===== config.mk =====
export PLATFORM = sky130hd
export DESIGN_NAME = seed_chain_gap_score_filter
export DESIGN_NICKNAME = d
export VERILOG_FILES = /design/src/design/scgsf_pkg.sv /design/src/design/seed_chain_gap_score_filter.sv
export SDC_FILE = /design/constraint.sdc
export NUM_CORES = 2
export LEC_CHECK = 0
export BUFFER_PORTS_ARGS = -buffer_cell sky130_fd_sc_hd__buf_2
export CAP_MARGIN = 30
export CORE_UTILIZATION = 49
export DETAILED_ROUTE_END_ITERATION = 7
export SYNTH_ARGS = -nofsm -noshare
export SYNTH_HDL_FRONTEND = slang
export SYNTH_SLANG_ARGS = --single-unit

===== constraint.sdc =====
create_clock -name i_clk -period 39.3 [get_ports i_clk]
set_clock_uncertainty 0.05 [all_clocks]
set_input_delay 3.93 -clock i_clk [delete_from_list [all_inputs] [get_ports i_clk]]
set_output_delay 3.93 -clock i_clk [all_outputs]
set_load 0.05 [all_outputs]

===== src/design/scgsf_pkg.sv =====
`timescale 1ns / 1ps

package scgsf_pkg;

    // Default chain length limit for the top level
    localparam int unsigned MAX_SEEDS_DEF = 1024;

    // Configuration port geometry
    localparam int CFG_IDX_W  = 3;
    localparam int CFG_DATA_W = 32;

    // Score width and its saturation value
    localparam int                 SCORE_W   = 48;
    localparam logic [SCORE_W-1:0] SCORE_SAT = '1;

    // Register indexes on the configuration port
    typedef enum logic [CFG_IDX_W-1:0] {
        CFG_MATCH_SCORE    = 3'd0,
        CFG_EXTEND_PENALTY = 3'd1,
        CFG_OPEN_PENALTY   = 3'd2,
        CFG_MAX_GAP_AREA   = 3'd3,
        CFG_OPTIMISTIC     = 3'd4
    } t_cfg_reg;

    // Register reset values
    localparam logic [7:0]  MATCH_SCORE_RST    = 8'd2;
    localparam logic [7:0]  EXTEND_PENALTY_RST = 8'd4;
    localparam logic [9:0]  OPEN_PENALTY_RST   = 10'd6;
    localparam logic [31:0] MAX_GAP_AREA_RST   = 32'd0;
    localparam logic        OPTIMISTIC_RST     = 1'b0;

    // One seed of a chain
    typedef struct packed {
        logic [31:0] query_start;
        logic [31:0] ref_start;
        logic [15:0] seed_len;
        logic        first_seed;
        logic        last_seed;
    } t_seed;

    // Chain summary, sent on the last seed
    typedef struct packed {
        logic [9:0]         best_first_index;
        logic [9:0]         best_last_index;
        logic [SCORE_W-1:0] best_score;
        logic [10:0]        seed_count;
    } t_result;

endpackage


===== src/design/seed_chain_gap_score_filter.sv =====
`timescale 1ns / 1ps

// A seed's chain summary reaches o_data through the stage registers and the output register.
// Throughput: one seed per cycle while o_stall is low; the 48-bit score recurrence is two adds,
// a select and a compare against the chain state registers.
// o_stall is raised only while a summary waits in the output register and another last seed
// has reached the score stage. Reset (i_rst_n low, synchronous) empties the pipeline and
// returns registers, previous-seed fields and chain state to their reset values.
module seed_chain_gap_score_filter
    import scgsf_pkg::*;
#(
    parameter int unsigned MAX_SEEDS = MAX_SEEDS_DEF
) (
    input  logic                  i_clk,
    input  logic                  i_rst_n,
    // seed input
    input  logic                  i_valid,
    input  t_seed                 i_data,
    output logic                  o_stall,
    // summary output
    output logic                  o_valid,
    output t_result               o_data,
    input  logic                  i_stall,
    // configuration writes
    input  logic                  i_cfg_valid,
    input  logic [CFG_IDX_W-1:0]  i_cfg_index,
    input  logic [CFG_DATA_W-1:0] i_cfg_data,
    output logic                  o_cfg_ready
);

    localparam int IDX_W = $clog2(MAX_SEEDS);
    localparam int CNT_W = $clog2(MAX_SEEDS + 1);
    localparam logic [CNT_W-1:0] CNT_MAX = CNT_W'(MAX_SEEDS);
    localparam logic [IDX_W-1:0] IDX_MAX = IDX_W'(MAX_SEEDS - 1);

    // configuration registers
    logic [7:0]  r_match;
    logic [7:0]  r_ext;
    logic [9:0]  r_open;
    logic [31:0] r_area;
    logic        r_opt;

    // previous seed
    logic [31:0] r_prev_q;
    logic [31:0] r_prev_r;
    logic [15:0] r_prev_len;

    // pipeline control
    logic w_adv;
    logic r_v1, r_v2, r_v3, r_v4, r_v5;

    // stage 1: seed and previous seed
    logic [31:0] r_s1_q, r_s1_r, r_s1_pq, r_s1_pr;
    logic [15:0] r_s1_len, r_s1_plen;
    logic        r_s1_first, r_s1_last;

    // stage 2: start differences and previous ends
    logic [31:0] n_s2_dq, n_s2_dr;
    logic [32:0] n_s2_qend, n_s2_rend;
    logic [31:0] r_s2_q, r_s2_r, r_s2_dq, r_s2_dr;
    logic [32:0] r_s2_qend, r_s2_rend;
    logic [15:0] r_s2_len;
    logic        r_s2_first, r_s2_last;

    // stage 3: indel size, diagonal part, axis gaps
    logic [31:0] n_s3_gap, n_s3_diag, n_s3_gy, n_s3_gx;
    logic [31:0] r_s3_gap, r_s3_diag, r_s3_gy, r_s3_gx;
    logic [15:0] r_s3_len;
    logic        r_s3_first, r_s3_last;

    // stage 4: products and area check
    logic [23:0] n_s4_len_prod;
    logic [39:0] n_s4_diag_prod, n_s4_gap_prod;
    logic        n_s4_too_far;
    logic [23:0] r_s4_len_prod;
    logic [39:0] r_s4_diag_prod, r_s4_gap_prod;
    logic        r_s4_too_far, r_s4_first, r_s4_last;

    // stage 5: score increment, cost and net change
    logic [40:0]        n_s5_inc, n_s5_cost;
    logic signed [41:0] n_s5_net;
    logic [SCORE_W-1:0] n_s5_sat_cost;
    logic [40:0]        r_s5_inc;
    logic signed [41:0] r_s5_net;
    logic [SCORE_W-1:0] r_s5_sat_cost;
    logic [23:0]        r_s5_len_prod;
    logic               r_s5_too_far, r_s5_first, r_s5_last;

    // chain state
    logic [SCORE_W-1:0] r_run, r_max, n_run, n_max;
    logic [IDX_W-1:0]   r_seg, r_os, r_oe, n_seg, n_os, n_oe;
    logic [CNT_W-1:0]   r_cnt, n_cnt;
    logic [SCORE_W:0]   w_sum_a;
    logic signed [SCORE_W+1:0] w_sum_b;
    logic [SCORE_W-1:0] w_kept;
    logic               w_take;
    logic [IDX_W-1:0]   w_idx;
    t_result            n_result;

    // output register
    logic    r_out_valid;
    t_result r_out;

    assign o_cfg_ready = 1'b1;

    // Write configuration registers
    always_ff @(posedge i_clk) begin
        if (!i_rst_n) begin
            r_match <= MATCH_SCORE_RST;
            r_ext   <= EXTEND_PENALTY_RST;
            r_open  <= OPEN_PENALTY_RST;
            r_area  <= MAX_GAP_AREA_RST;
            r_opt   <= OPTIMISTIC_RST;
        end else if (i_cfg_valid) begin
            unique case (i_cfg_index)
                CFG_MATCH_SCORE:    r_match <= i_cfg_data[7:0];
                CFG_EXTEND_PENALTY: r_ext   <= i_cfg_data[7:0];
                CFG_OPEN_PENALTY:   r_open  <= i_cfg_data[9:0];
                CFG_MAX_GAP_AREA:   r_area  <= i_cfg_data[31:0];
                CFG_OPTIMISTIC:     r_opt   <= i_cfg_data[0];
                default: ;
            endcase
        end
    end

    // Hold the whole pipeline only when a summary cannot leave the score stage
    assign w_adv   = !(r_v5 && r_s5_last && r_out_valid && i_stall);
    assign o_stall = !w_adv;

    // Advance valid bits and remember the previous seed on each input transaction
    always_ff @(posedge i_clk) begin
        if (!i_rst_n) begin
            r_v1       <= 1'b0;
            r_v2       <= 1'b0;
            r_v3       <= 1'b0;
            r_v4       <= 1'b0;
            r_v5       <= 1'b0;
            r_prev_q   <= '0;
            r_prev_r   <= '0;
            r_prev_len <= '0;
        end else if (w_adv) begin
            r_v1 <= i_valid;
            r_v2 <= r_v1;
            r_v3 <= r_v2;
            r_v4 <= r_v3;
            r_v5 <= r_v4;
            if (i_valid) begin
                r_prev_q   <= i_data.query_start;
                r_prev_r   <= i_data.ref_start;
                r_prev_len <= i_data.seed_len;
            end
        end
    end

    // Stage 2 logic: clipped start differences, previous seed ends
    always_comb begin
        n_s2_dq   = (r_s1_q > r_s1_pq) ? (r_s1_q - r_s1_pq) : '0;
        n_s2_dr   = (r_s1_r > r_s1_pr) ? (r_s1_r - r_s1_pr) : '0;
        n_s2_qend = {1'b0, r_s1_pq} + {17'b0, r_s1_plen};
        n_s2_rend = {1'b0, r_s1_pr} + {17'b0, r_s1_plen};
    end

    // Stage 3 logic: indel size, diagonal part, gaps past the previous seed end
    always_comb begin
        if (r_s2_dr == '0) begin
            n_s3_gap  = r_s2_dq;
            n_s3_diag = '0;
        end else if (r_s2_dr < r_s2_dq) begin
            n_s3_gap  = r_s2_dq - r_s2_dr;
            n_s3_diag = r_s2_dr;
        end else begin
            n_s3_gap  = r_s2_dr - r_s2_dq;
            n_s3_diag = r_s2_dq;
        end
        n_s3_gy = ({1'b0, r_s2_q} > r_s2_qend) ? 32'({1'b0, r_s2_q} - r_s2_qend) : '0;
        n_s3_gx = ({1'b0, r_s2_r} > r_s2_rend) ? 32'({1'b0, r_s2_r} - r_s2_rend) : '0;
    end

    // Stage 4 logic: seed, diagonal and gap products; gap area check
    always_comb begin
        n_s4_len_prod  = {16'b0, r_match} * {8'b0, r_s3_len};
        n_s4_diag_prod = r_opt ? ({32'b0, r_match} * {8'b0, r_s3_diag}) : '0;
        n_s4_gap_prod  = {8'b0, r_s3_gap} * {32'b0, r_ext};
        n_s4_too_far   = (r_area != '0) &&
                         (((r_s3_gx > r_area) && (r_s3_gy != '0)) ||
                          ((r_s3_gy > r_area) && (r_s3_gx != '0)));
    end

    // Stage 5 logic: total increment, gap cost, net change, saturated remainder
    always_comb begin
        n_s5_inc      = {17'b0, r_s4_len_prod} + {1'b0, r_s4_diag_prod};
        n_s5_cost     = {1'b0, r_s4_gap_prod} +
                        ((r_s4_gap_prod != '0) ? {31'b0, r_open} : 41'b0);
        n_s5_net      = $signed({1'b0, n_s5_inc}) - $signed({1'b0, n_s5_cost});
        n_s5_sat_cost = SCORE_SAT - {7'b0, n_s5_cost};
    end

    // Shift pipeline payload
    always_ff @(posedge i_clk) begin
        if (w_adv) begin
            r_s1_q     <= i_data.query_start;
            r_s1_r     <= i_data.ref_start;
            r_s1_len   <= i_data.seed_len;
            r_s1_first <= i_data.first_seed;
            r_s1_last  <= i_data.last_seed;
            r_s1_pq    <= r_prev_q;
            r_s1_pr    <= r_prev_r;
            r_s1_plen  <= r_prev_len;

            r_s2_q     <= r_s1_q;
            r_s2_r     <= r_s1_r;
            r_s2_dq    <= n_s2_dq;
            r_s2_dr    <= n_s2_dr;
            r_s2_qend  <= n_s2_qend;
            r_s2_rend  <= n_s2_rend;
            r_s2_len   <= r_s1_len;
            r_s2_first <= r_s1_first;
            r_s2_last  <= r_s1_last;

            r_s3_gap   <= n_s3_gap;
            r_s3_diag  <= n_s3_diag;
            r_s3_gy    <= n_s3_gy;
            r_s3_gx    <= n_s3_gx;
            r_s3_len   <= r_s2_len;
            r_s3_first <= r_s2_first;
            r_s3_last  <= r_s2_last;

            r_s4_len_prod  <= n_s4_len_prod;
            r_s4_diag_prod <= n_s4_diag_prod;
            r_s4_gap_prod  <= n_s4_gap_prod;
            r_s4_too_far   <= n_s4_too_far;
            r_s4_first     <= r_s3_first;
            r_s4_last      <= r_s3_last;

            r_s5_inc      <= n_s5_inc;
            r_s5_net      <= n_s5_net;
            r_s5_sat_cost <= n_s5_sat_cost;
            r_s5_len_prod <= r_s4_len_prod;
            r_s5_too_far  <= r_s4_too_far;
            r_s5_first    <= r_s4_first;
            r_s5_last     <= r_s4_last;
        end
    end

    // Score recurrence: add, charge the gap or restart, track the best segment
    always_comb begin
        w_sum_a = {1'b0, r_run} + {8'b0, r_s5_inc};
        w_sum_b = $signed({2'b0, r_run}) + $signed({{8{r_s5_net[41]}}, r_s5_net});
        if (w_sum_a[SCORE_W]) begin
            w_take = r_s5_too_far;
            w_kept = r_s5_sat_cost;
        end else begin
            w_take = r_s5_too_far || w_sum_b[SCORE_W+1];
            w_kept = w_sum_b[SCORE_W-1:0];
        end
        w_idx = (r_cnt < CNT_MAX) ? r_cnt[IDX_W-1:0] : IDX_MAX;

        n_run = r_run;
        n_max = r_max;
        n_seg = r_seg;
        n_os  = r_os;
        n_oe  = r_oe;
        n_cnt = r_cnt;
        if (r_s5_first || (r_cnt == '0)) begin
            n_cnt = CNT_W'(1);
            n_run = {24'b0, r_s5_len_prod};
            n_max = {24'b0, r_s5_len_prod};
            n_seg = '0;
            n_os  = '0;
            n_oe  = '0;
        end else begin
            if (r_cnt < CNT_MAX) begin
                n_cnt = r_cnt + CNT_W'(1);
            end
            if (w_take) begin
                n_run = '0;
                n_seg = w_idx;
            end else begin
                n_run = w_kept;
            end
            if (n_run > r_max) begin
                n_max = n_run;
                n_os  = n_seg;
                n_oe  = w_idx;
            end
        end

        n_result.best_first_index = 10'(n_os);
        n_result.best_last_index  = 10'(n_oe);
        n_result.best_score       = n_max;
        n_result.seed_count       = 11'(n_cnt);
    end

    // Update chain state once per seed leaving the score stage
    always_ff @(posedge i_clk) begin
        if (!i_rst_n) begin
            r_run <= '0;
            r_max <= '0;
            r_seg <= '0;
            r_os  <= '0;
            r_oe  <= '0;
            r_cnt <= '0;
        end else if (w_adv && r_v5) begin
            r_run <= n_run;
            r_max <= n_max;
            r_seg <= n_seg;
            r_os  <= n_os;
            r_oe  <= n_oe;
            r_cnt <= n_cnt;
        end
    end

    // Load the summary on a last seed; drop it once the output transaction completes
    always_ff @(posedge i_clk) begin
        if (!i_rst_n) begin
            r_out_valid <= 1'b0;
        end else if (w_adv && r_v5 && r_s5_last) begin
            r_out_valid <= 1'b1;
        end else if (!i_stall) begin
            r_out_valid <= 1'b0;
        end
    end

    always_ff @(posedge i_clk) begin
        if (w_adv && r_v5 && r_s5_last) begin
            r_out <= n_result;
        end
    end

    assign o_valid = r_out_valid;
    assign o_data  = r_out;

    // A new summary appears only after a last seed left the score stage
    a_out_from_last: assert property (@(posedge i_clk) disable iff (!i_rst_n)
        $rose(r_out_valid) |-> $past(r_v5 && r_s5_last))
        else $error("summary raised without a last seed");

    // Input stalls only behind a held summary
    a_stall_cause: assert property (@(posedge i_clk) disable iff (!i_rst_n)
        o_stall |-> (r_out_valid && i_stall && r_v5 && r_s5_last))
        else $error("input stalled without a blocked summary");

    // Best score never falls below the running score
    a_max_covers_run: assert property (@(posedge i_clk) disable iff (!i_rst_n)
        r_max >= r_run)
        else $error("best score below running score");

    // Best segment starts no later than it ends, and the count stays in range
    a_segment_order: assert property (@(posedge i_clk) disable iff (!i_rst_n)
        (r_os <= r_oe) && (r_cnt <= CNT_MAX))
        else $error("best segment bounds or seed count out of order");

endmodule


### Yosys cells after proc, flatten, opt, wreduce, memory -nomap -nowiden

Cells that the tools add are included.
W data, S select, Z words.

* multiplexer cells: 22
* order comparisons: 9
* equality and inequality tests: 5
* reductions and logical operators: 25
* $mul: 3
* bitwise gates (word level): 1
* $add $sub $neg: 15

Operators by type and width (number)
* $mux W48: 6
* $sub A32 B32 Y32: 6
* $gt A32 B32 Y1: 4
* $mux W32: 3
* $reduce_bool A32 Y1: 3
* $mux W10: 8
* $add A32 B16 Y33: 2
* $gt A32 B33 Y1: 2
* $add A49 B42 Y50: 1
* $add A48 B41 Y49: 1
* $gt A48 B48 Y1: 1
* $sub A1 B42 Y43 const A: 1
* $sub A41 B41 Y42: 1
* $add A24 B40 Y41: 1
* $add A40 B10 Y41: 1
* $mul A32 B8 Y40: 1
* $mul A8 B32 Y40: 1
* $reduce_bool A40 Y1: 1
* $logic_not A32 Y1: 1
* $lt A32 B32 Y1: 1
* $mul A8 B16 Y24: 1
* $mux W11: 2
* $reduce_and A2 Y1: 6
* $add A11 B1 Y11 const B: 1
* 12 further kinds: 24

* register bits: 1146
* logic and storage cells: 141
* input port bits: 122

### Logic depth before layout (Yosys ltp)

* depth after elaboration: 8
* depth in mapped cells: 31
* mapped depth without buffers: 30

### Least setup slack after synthesis

No wires, ideal clock.

* path type: in2out
* from: in i_stall
* to: out o_stall
* path buffers: 0
* stages: 2
* required time: 35320 ps
* setup slack: -1405 ps
* arrival: 36725 ps
* cell sequence: nand4_1 > inv_1

* word-level cells in the longest chain between the ends: 1

RTL lines
* from (decl): RTL line seed_chain_gap_score_filter.sv:23 `input logic i_stall,`
* $logic_and A1 B1 Y1: RTL line seed_chain_gap_score_filter.sv:127 `assign w_adv = !(r_v5 && r_s5_last && r_out_valid && i_stall);`
* to (decl): RTL line seed_chain_gap_score_filter.sv:19 `output logic o_stall,`

No other way between the ends.

### Final worst setup path

Ends and elaborated chain as after synthesis.

==> results.yml <==
clock_network:
  htree_num_levels: 4
  cts.reportedPaths.clkPinSlew_ns: 0.06
  postcts_resize_cnt: 0
  root_buffer: "sky130_fd_sc_hd__clkbuf_16"
  cts_buffers: 133
  hold_buffers: 0
  cts_num_sinks: 1139
  cts_max_path_buffers: 3
  buffer_count_from_post_cts_setup_fixing: 0
  clk_latency_ns: 0.80
  tritoncts: "done"
place:
  gp_routability_congestion: 0.9696
  post-place-cells: 10550
  buffer_ports.inserted: 202
  dp_hpwl_mm: 177.5
yosys:
  synth_seq_area_share: 0.3856
  ys_ff_latch: 1139
  synthesis.instances: 8355
  yosys.cell_types.count: 92
  avgSynthCellArea_um2: 9.741
  edff_count_synth: 857
  yosys_most_used_dff: "sky130_fd_sc_hd__edfxtp_1"
  syn_nets: 9599
  post_synth_instance_area_um2: 81390
  yosysWarnings: 0
  async_reset_ff_frac: 0
final_layout:
  area_growth_pct: 10.02
  final_cell_count_no_fill: 10800
  layout.filler_cells: 14820
  final_common_cell: "sky130_fd_sc_hd__nand2_1"
  layout_common_cells: "1124 x sky130_fd_sc_hd__nand2_1, 857 x sky130_fd_sc_hd__edfxtp_1, 828 x sky130_fd_sc_hd__inv_1"
  layout_cell_share_with_drive_strength_beyond_1: 0.06822
  utilization: 0.5427
  design.final.nets: 9740
setup_path:
  timing.critical_path.from_type: "input port"
  critical_path.reg2reg.startpoint: "r_s4_gap_prod[33]"
  critPathRequiredTime_ns: 35.32
  r2r-end: "r_s5_net[41]"
  ff2ff_setup_slack_ns: 31.14
  critPathKind: "input port to output pin"
  critPathArrivalTime_ns: 5.12
  crit_path_max_fanout: 6
  ff2ff_path_depth: 29
  type_of_element_capturing_the_critical_path: "output pin"
global_routing:
  top_usage_layer: "met2"
  grt.overflow.total: 0
  groute.layer.met3.usage: 0.03448
  grtUsageMet2: 0.4567
  grt_start_max_net_pins: 82
  antenna_found_initial: 7
  first_pass_grt_wire_length_mm: 346.6
  globalRouteMet1Util: 0.3360
  first_global_vias: 60280
  global_route_usage_over_all_layers: 0.2654
min_path:
  hold_end: "r_s2_len[14]"
  min_delay_src: "r_s1_len[14]"
  hp-class: "flip-flop to flip-flop"
  holdPathStages: 0
timing:
  finalSetupTns_ns: 0
  final_period_minus_worst_setup_slack_ns: 9.101
  max_slew.worst_pin.slew_ns: 1.079
  drv_slew: 0
  min_period_over_period: 0.2316
  final-setup-viol-count: 0
  clock.fmax_mhz: 109.9
  relSlewSlack: 0.2744
  finalHoldViolCount: 0
  grt_setup_unrepaired: "false"
power_and_ir_drop:
  p_sw_mw: 1.680
  clock_group_share_of_total_power: 0.283
  power.share.combinational: 0.335
  share_seq_of_total_power: 0.382
  netSwitchingFraction: 0.3694
  vdd.ir_drop.worst_mv: 0.04815
  power.leakage_nw: 39.80
  p_int_mw: 2.867
  cellPowerDensity_nw_per_um2: 50.78
floorplanning:
  fp.dieW_um: 409.5
  floorplan.initialDensity: 0.4933
  ios: 204
  floorplan.die_area_um2: 167700
  dieHeight_um: 409.5
  placement_rows: 149
  coreArea_um2: 165000
route:
  routed_wirelength_mm: 223.9
  post_drt_via_cell_ratio: 5.624
  detail-route-antenna-nets: 0
  route.detailed.drc: 80
  detail_route.wl_per_cell_um: 20.74
  drt_iter0_drc: 4286
  vias: 60720
  firstDrtPassIters: 8
outcome:
  violated_checks: "design-rule violations"
  outcome: "finished, violations left"
flow_run:
  cap_viol_max_count: 0
## registers in the layout, summed over array words and instances, names as in the netlist, 33 cells and up
signal,count
o_data,79
r_max,48
r_run,48
r_s5_net,42
r_s5_inc,41
r_s5_sat_cost,41
r_s4_diag_prod,40
r_s4_gap_prod,40
r_s2_qend,33
r_s2_rend,33
## kinds of logic after synthesis
group	Yosys count	share of synthesized area
simple gates	2749	0.1605
compound gates	1772	0.1363
flops	1139	0.3856
fa+ha+maj	1122	0.2146
buf+inv	1110	0.05199
xor+xnor	387	0.04165
mux	75	0.009332
other cells	1	0.00004608
## cell type report
type | instances | area [µm²] | area share
inverters | 831 | 3124 | 0.03489
multi-input cells | 6106 | 45850 | 0.5121
clock inverters | 73 | 795.8 | 0.008887
diodes | 3 | 7.507 | 0.00008384
well taps | 2189 | 2739 | 0.03059
clock buffers | 170 | 3800 | 0.04244
repair buffers | 285 | 1839 | 0.02054
flip-flops and latches | 1139 | 31380 | 0.3505
## synthesized netlist by cell type, types with 80 or more instances
cell | instances | area share
sky130_fd_sc_hd__xnor2_1 | 262 | 0.028
sky130_fd_sc_hd__nand4_1 | 106 | 0.0081
sky130_fd_sc_hd__inv_1 | 828 | 0.038
sky130_fd_sc_hd__nor2b_1 | 85 | 0.0065
sky130_fd_sc_hd__fa_1 | 456 | 0.11
sky130_fd_sc_hd__a21oi_1 | 635 | 0.039
sky130_fd_sc_hd__nand2b_1 | 80 | 0.0061
sky130_fd_sc_hd__nand2_1 | 1126 | 0.052
sky130_fd_sc_hd__a21o_1 | 240 | 0.022
sky130_fd_sc_hd__nand3_1 | 148 | 0.0091
sky130_fd_sc_hd__and2_1 | 324 | 0.025
sky130_fd_sc_hd__dfxtp_1 | 282 | 0.069
sky130_fd_sc_hd__nor3_1 | 133 | 0.0082
sky130_fd_sc_hd__nor2_1 | 443 | 0.020
sky130_fd_sc_hd__ha_1 | 666 | 0.10
sky130_fd_sc_hd__edfxtp_1 | 857 | 0.32
sky130_fd_sc_hd__clkbuf_1 | 238 | 0.011
sky130_fd_sc_hd__xor2_1 | 125 | 0.013
sky130_fd_sc_hd__o21ai_0 | 326 | 0.020
## metal layers
| metal | part of all wire | wire length (µm) | vias up |
|---|---|---|---|
| li1 | - | - | 29330 |
| met1 | 0.43 | 95840 | 29520 |
| met2 | 0.49 | 109100 | 1506 |
| met3 | 0.043 | 9629 | 369 |
| met4 | 0.042 | 9373 | 2 |
| met5 | 0.000058 | 13 | - |
## per-stage QoR
step	total power [mW]	instance area, µm²	hold WS [ns]	worst slack (ns)
finish	4.547	89540	0.3567	30.20
global placement	3.243	84580	0.3517	30.19
floorplan	2.697	81390	0.3503	-1.405
detailed placement	3.269	84860	0.3545	30.18
global route	4.790	89540	0.3626	30.13
CTS	4.571	89450	0.3537	30.17
## worst max-delay path by stage
stage | start | to | slack [ns] | depth (start not counted)
floorplan | i_stall | o_stall | -1.40 | 2
global placement | i_stall | o_stall | 30.19 | 4
detailed placement | i_stall | o_stall | 30.18 | 4
CTS | i_stall | o_stall | 30.17 | 4
global route | i_stall | o_stall | 30.13 | 4
finish | i_stall | o_stall | 30.20 | 4
## power by group through the flow
| stage | Sequential, mW | Clock, mW | Combinational, mW |
|---|---|---|---|
| 2_1_floorplan | 1.63 | 0 | 1.07 |
| 3_3_place_gp | 1.75 | 0 | 1.49 |
| 3_5_place_dp | 1.75 | 0 | 1.51 |
| 4_1_cts | 1.73 | 1.31 | 1.53 |
| 5_1_grt | 1.75 | 1.36 | 1.68 |
| 6_report | 1.74 | 1.29 | 1.52 |
## critical path, stage by stage
cell and delay, ns:
sky130_fd_sc_hd__buf_2 0.12, sky130_fd_sc_hd__nand4_1 0.18, sky130_fd_sc_hd__inv_1 0.46, sky130_fd_sc_hd__buf_2 0.41
Power figures use the tool's default switching activity.
